--- src/hw/rtl/bit_trie_max_xor_macros.svh ---
// Assertion macros shared by the trie controller and datapath.
`ifndef BIT_TRIE_MAX_XOR_MACROS_SVH
`define BIT_TRIE_MAX_XOR_MACROS_SVH

// Condition checked at every clock edge outside reset.
`define BTMX_ASSERT(name, cond, msg) \
  name: assert property (@(posedge clk) disable iff (rst) (cond)) else $error(msg);

// Condition checked in the cycle after a trigger, outside reset.
`define BTMX_ASSERT_NEXT(name, trig, cond, msg) \
  name: assert property (@(posedge clk) disable iff (rst) (trig) |=> (cond)) else $error(msg);

`endif

--- src/hw/rtl/btmx_pkg.sv ---
// Shared constants, payload types and control structs of the bit trie max xor block.
package btmx_pkg;

  // Trie geometry
  localparam int VALUE_BITS = 32;
  localparam int NODE_COUNT = 4096;
  localparam int PTR_W      = $clog2(NODE_COUNT);
  localparam int CNT_W      = PTR_W + 1;
  localparam int LVL_W      = $clog2(VALUE_BITS);
  localparam logic [31:0] VALUE_MASK =
    (VALUE_BITS >= 32) ? 32'hFFFF_FFFF : 32'((64'd1 << VALUE_BITS) - 64'd1);

  // Function codes
  localparam logic [1:0] FUNC_INSERT = 2'd0;
  localparam logic [1:0] FUNC_QUERY  = 2'd1;
  localparam logic [1:0] FUNC_CLEAR  = 2'd2;

  // Status codes
  localparam logic [1:0] STAT_OK    = 2'd0;
  localparam logic [1:0] STAT_EMPTY = 2'd1;
  localparam logic [1:0] STAT_FULL  = 2'd2;

  typedef struct packed {
    logic [1:0]  func;
    logic [31:0] value;
  } cmd_t;

  typedef struct packed {
    logic [31:0] max_xor;
    logic [31:0] partner;
    logic [1:0]  status;
  } res_t;

  // One trie node: child pointers, zero means null
  typedef struct packed {
    logic [PTR_W-1:0] right;
    logic [PTR_W-1:0] left;
  } node_t;

  // Controller to datapath commands
  typedef struct packed {
    logic load;
    logic clear;
    logic ins_step;
    logic alloc_step;
    logic qry_step;
    logic out_load;
  } dp_cmd_t;

  // Datapath to controller status
  typedef struct packed {
    logic hit;
    logic lvl_zero;
    logic pool_ok;
    logic q_end;
    logic out_free;
  } dp_stat_t;

endpackage

--- src/hw/rtl/btmx_ctrl.sv ---
// Trie controller: sequences insert walk, node allocation, query walk and result hand-off.
`include "bit_trie_max_xor_macros.svh"

module btmx_ctrl (
  input  logic               clk,
  input  logic               rst,
  input  logic               cmd_valid,
  output logic               cmd_ready,
  input  logic [1:0]         func,
  input  btmx_pkg::dp_stat_t stat,
  output btmx_pkg::dp_cmd_t  ctl
);

  typedef enum logic [4:0] {
    S_IDLE     = 5'b00001,
    S_INS_WALK = 5'b00010,
    S_ALLOC    = 5'b00100,
    S_QUERY    = 5'b01000,
    S_FINISH   = 5'b10000
  } state_t;

  state_t state;
  state_t state_next;

  always_ff @(posedge clk) begin
    if (rst) begin
      state <= S_IDLE;
    end else begin
      state <= state_next;
    end
  end

  // Next state and datapath commands
  always_comb begin
    state_next = state;
    ctl        = '0;
    cmd_ready  = (state == S_IDLE);
    case (state)
      S_IDLE: begin
        if (cmd_valid) begin
          ctl.load = 1'b1;
          case (func)
            btmx_pkg::FUNC_INSERT: state_next = S_INS_WALK;
            btmx_pkg::FUNC_QUERY:  state_next = S_QUERY;
            btmx_pkg::FUNC_CLEAR: begin
              ctl.clear  = 1'b1;
              state_next = S_FINISH;
            end
            default: state_next = S_FINISH;
          endcase
        end
      end
      S_INS_WALK: begin
        ctl.ins_step = 1'b1;
        if (stat.hit) begin
          if (stat.lvl_zero) begin
            state_next = S_FINISH;
          end
        end else if (stat.pool_ok) begin
          state_next = S_ALLOC;
        end else begin
          state_next = S_FINISH;
        end
      end
      S_ALLOC: begin
        ctl.alloc_step = 1'b1;
        if (stat.lvl_zero) begin
          state_next = S_FINISH;
        end
      end
      S_QUERY: begin
        ctl.qry_step = 1'b1;
        if (stat.q_end) begin
          state_next = S_FINISH;
        end
      end
      S_FINISH: begin
        if (stat.out_free) begin
          ctl.out_load = 1'b1;
          state_next   = S_IDLE;
        end
      end
      default: state_next = S_IDLE;
    endcase
  end

  `BTMX_ASSERT(a_alloc_after_walk, (state != S_ALLOC) || ($past(state) == S_INS_WALK) || ($past(state) == S_ALLOC), "allocation without a walk")
  `BTMX_ASSERT_NEXT(a_result_then_idle, ctl.out_load, state == S_IDLE, "no return to idle after result")

endmodule

--- config.mk ---
export PLATFORM = sky130hd
export DESIGN_NAME = btmx_ctrl
export DESIGN_NICKNAME = d
export VERILOG_FILES = /design/src/hw/rtl/btmx_pkg.sv /design/src/hw/rtl/btmx_ctrl.sv
export VERILOG_INCLUDE_DIRS = /design/src /design/src/hw/rtl
export SDC_FILE = /design/constraint.sdc
export NUM_CORES = 1
export LEC_CHECK = 0
export BUFFER_PORTS_ARGS = -buffer_cell sky130_fd_sc_hd__buf_2
export CORE_AREA = 4 4 41 43
export DETAILED_ROUTE_END_ITERATION = 16
export DIE_AREA = 0 0 45 47
export MAX_ROUTING_LAYER = met4
export PLACE_DENSITY = 0.61
export REMOVE_ABC_BUFFERS = 1
export SLEW_MARGIN = 20
export SYNTH_ARGS = -nofsm -noshare
export SYNTH_HDL_FRONTEND = slang
export SYNTH_SLANG_ARGS = --single-unit
--- constraint.sdc ---
create_clock -name clk -period 1.9 [get_ports clk]
set_input_delay 0.38 -clock clk [delete_from_list [all_inputs] [get_ports clk]]
set_output_delay 0.38 -clock clk [all_outputs]
set_load 0.1 [all_outputs]
**Word-level counts from Yosys, hierarchy flattened**

Cells that the tools add are included.

- Eq/ne operators: 10
- Mux-type cells: 16
- Reduce and logical (&&, ||, !) cells: 2

Operators by type and width:

| cell | number |
|---|---|
| $mux 5 | 6 |
| $pmux 5 s5 | 1 |
| $pmux 5 s2 | 1 |
| $mux 1 | 6 |
| $ne 2x2->1 const B | 3 |
| $eq 5x1->1 const B | 1 |
| $eq 5x2->1 const B | 1 |
| $eq 5x3->1 const B | 1 |
| $eq 5x4->1 const B | 1 |
| $eq 5x5->1 const B | 1 |
| $mux 2 | 2 |
| $reduce_and 3->1 | 1 |
| $eq 2x1->1 const B | 1 |
| $eq 2x2->1 const B | 1 |
| $logic_not 2->1 | 1 |

- Register bits: 5
- Output and inout port bits: 7
- Word-level logic and storage cells: 29

**Depth between registers and ports, before layout**

- Depth after elaboration: 4
- Depth in mapped cells: 6
- Gate-level depth less buffers: 5

**Worst setup path before layout**

No wires, ideal clock.

- Kind: register to output
- Start: register state[4]
- End: output ctl[4] (netlist name)
- Data arrival time: 3.936 ns
- Setup slack: -2.416 ns
- Stages on the path, launching flop included: 5
- Path through: dfxtp_1 > buf_2 > nor3_2 > nand3b_2 > nor4b_1

RTL lines:

| element | line | text |
|---|---|---|
| start: declaration | btmx_ctrl.sv:22 | `state_t state;` |
| start signal: assignment | btmx_ctrl.sv:29 | `state <= state_next;` |
| end: declaration | btmx_ctrl.sv:11 | `output btmx_pkg::dp_cmd_t ctl` |

==> results by group <==
Run status
  • Run status: complete, no violations

Timing
  • Worst Setup Slack, final: 32.8 ps
  • Final setup viols: 0
  • Worst slew pin tran: 350 ps
  • Final Max Slew Viols: 0
  • Max_slew headroom: 76.7%
  • Unrepaired setup endpoints after global routing: yes
  • Final hold violation count: 0
  • Clock Skew: 0.905 ps
  • Crit path time final: 1870 ps
  • Hold_ws: 373 ps
  • Final setup TNS: 0 ps
  • Fin crit share: 98.3%
  • Fmax: 536 MHz

Clock tree
  • Post-CTS Hold Buffers: 0
  • Root Buffer: clkbuf_4
  • Deepest clock path buffer count: 2
  • H-tree lvl count: 1
  • Clk sink count: 5
  • CTS tree: done
  • Num CTS Buffers: 3
  • Clock latency on the worst-skew pair: 250 ps
  • Worst-path clk slew: 40 ps

Route
  • Via density: 5.40
  • DR top layer: met4
  • Initial DRC Count: 3
  • Final WL: 1100 um
  • DRC viols: 0
  • Via count: 470
  • Met3 wire len: 70 um
  • Drt first pass iters: 2
  • Metal-1 WL: 428 um
  • WL/cell: 12.6 um
  • Remaining antenna violation count after routing: 0
  • Routed wl met2: 583 um

Setup path
  • Crit path launch type: flip-flop
  • CP top delay family: simple AND/OR/NAND/NOR gates
  • R2R Path Start: state[2]$_SDFFE_PP0P_
  • Arrival @ worst endpoint: 1490 ps
  • CP Capture Type: primary output
  • CP Class: flip-flop to primary output
  • Worst R2R Path Depth: 6
  • Slowest cell on the critical path: dfxtp_4
  • FF-to-FF End: state[4]$_SDFFE_PP0P_
  • Worst EP required: 1520 ps
  • CP cell instances: buf_4 -> nor2_1 -> and4_1 -> buf_12
  • FF-to-FF setup slack: 170 ps
  • Critical Path Max Stage Delay: 350 ps
  • Buf/Inv on CP: 2
  • CP max FO: 5

Yosys
  • Post-synthesis mux area share: 0%
  • Adder-Cell Fraction of Synth Area: 0%
  • Seq/Total Area, Yosys: 26.0%
  • Area contributors post-synth: dfxtp_1, nor2_1, nand2b_1, nor2b_1, o41ai_2
  • Post-Synthesis Cells: 48
  • Post-Synth Simple-Gate Area: 42.9%
  • Yosys warns: 0
  • Fraction of the mapped netlist area in compound gates: 26.0%
  • #FFs+latches synth: 5
  • Largest family of logic cells by synthesized area: simple AND/OR/NAND/NOR gates
  • Synth Area in XOR/XNOR: 0%
  • Synth area leader: dfxtp_1
  • Top cell type's share of synthesized area: 26.0%
  • Synthesized area: 385 um^2
  • Netlist cell types: 30
  • Synth Area per Inst: 8.03 um^2

Run
  • Number of max-cap violations: 0

Placed design
  • DP HPWL: 870 um
  • Worst slack, placed: 265 ps
  • GP Congestion: 0.779
  • Post-DP Area: 599 um^2
  • DP Cell Count: 82
  • Port bufs: 16

Final layout
  • Post-route cell area: 672 um^2
  • Diode count: 0
  • Max reg flops: 5
  • Non-Filler Instances: 87
  • Most frequent cells in the layout: buf_2, buf_12, nor2_1, buf_4
  • Final #Nets: 83
  • Area grow syn2layout: 74.4%
  • Largest register by flop count: state
  • Fraction of layout cells with a size suffix above 1: 43.1%
  • Biggest regs: state: 5 flops
  • Commonest non-fill, non-tap cell in the layout: buf_2

Global route
  • Initial antenna violation count: 0
  • Vias in the first global route: 455
  • First-pass GRT wire length: 1790 um
  • GRT Util Overall: 12.0%
  • Largest net degree at the start of global routing: 8
  • Grt ovf: 0

Worst hold path
  • Hold WC Path Type: input port to flip-flop
  • Hold depth: 2
  • Hold Path Origin: rst
  • Hold Path End: state[4]$_SDFFE_PP0P_

Floorplan
  • Boundary pin count: 17
  • Die W: 45 um
  • # rows: 13
  • Core Box Area: 0.00130 mm^2
  • Die ar.: 0.00212 mm^2
  • Initial Util: 29.6%
  • Die height: 47 um

Power and ir drop
  • VDD IR max: 0.965 mV
  • Leakage: 0.288 nW
  • PwrDens: 1040 mW/mm^2
power breakdown:
part	switching (mW)	internal, mW
sequential	0.0265	0.118
combinational	0.266	0.166
clock	0.0465	0.0796
total	0.339	0.363
logic make-up after synthesis:
| kind of cell | Yosys count |
|---|---|
| flip-flops | 5 |
| buffers and inverters | 5 |
| AND/OR/NAND/NOR | 26 |
| AO/OA/AOI/OAI | 12 |
layout make-up:
class | instances | area (um^2)
Clock buffer | 4 | 26.3
Fill cell | 121 | 629
Inverter | 4 | 15.0
Multi-Input combinational cell | 38 | 298
Sequential cell | 5 | 104
Tap cell | 15 | 18.8
Timing Repair Buffer | 21 | 210
metal layers:
| layer | track usage [%] | up-vias |
|---|---|---|
| met2 | 21.5 | 16 |
| met1 | 12.8 | 220 |
| met4 | 7.02 | 0 |
| met3 | 1.15 | 2 |
| met5 | - | - |
| li1 | - | 232 |
per-stage QoR:
stage                     power [mW]  util [%]
after floorplan                0.397         -
after global placement         0.549      46.1
after detailed placement       0.551      46.1
after CTS                      0.679      48.6
after global routing           0.738      51.6
final                          0.702      51.6
worst max-delay path by stage:
stage	start	endpoint	slack (ps)	cells after the start
after floorplan	state[4]$_SDFFE_PP0P_	ctl[4]	-2360	3
after global placement	state[2]$_SDFFE_PP0P_	ctl[4]	290	5
after detailed placement	state[2]$_SDFFE_PP0P_	ctl[4]	270	5
after CTS	state[2]$_SDFFE_PP0P_	ctl[5]	10	5
after global routing	state[2]$_SDFFE_PP0P_	ctl[4]	-40	5
final	state[2]$_SDFFE_PP0P_	ctl[0]	30	4
cell usage after synthesis, drive strengths merged:
cell type,number
a211o,1
a211oi,1
a21oi,2
a22oi,1
a31oi,1
and3,1
and3b,1
and4,1
buf,1
dfxtp,5
inv,4
nand2,2
nand2b,3
nand3b,2
nand4,1
nand4b,1
nor2,6
nor2b,3
nor3,2
nor4,1
nor4b,1
o2111ai,1
o21ai,1
o22ai,1
o311a,1
o31a,1
o41ai,1
or4b,1
repair_timing:
item                                    in CTS  in global routing
pin swaps                                    0                  1
setup buffers                                0                  1
gates resized for setup                      1                  7
endpoints found under the setup margin       1                  3
(Power assumes the default switching activity.)
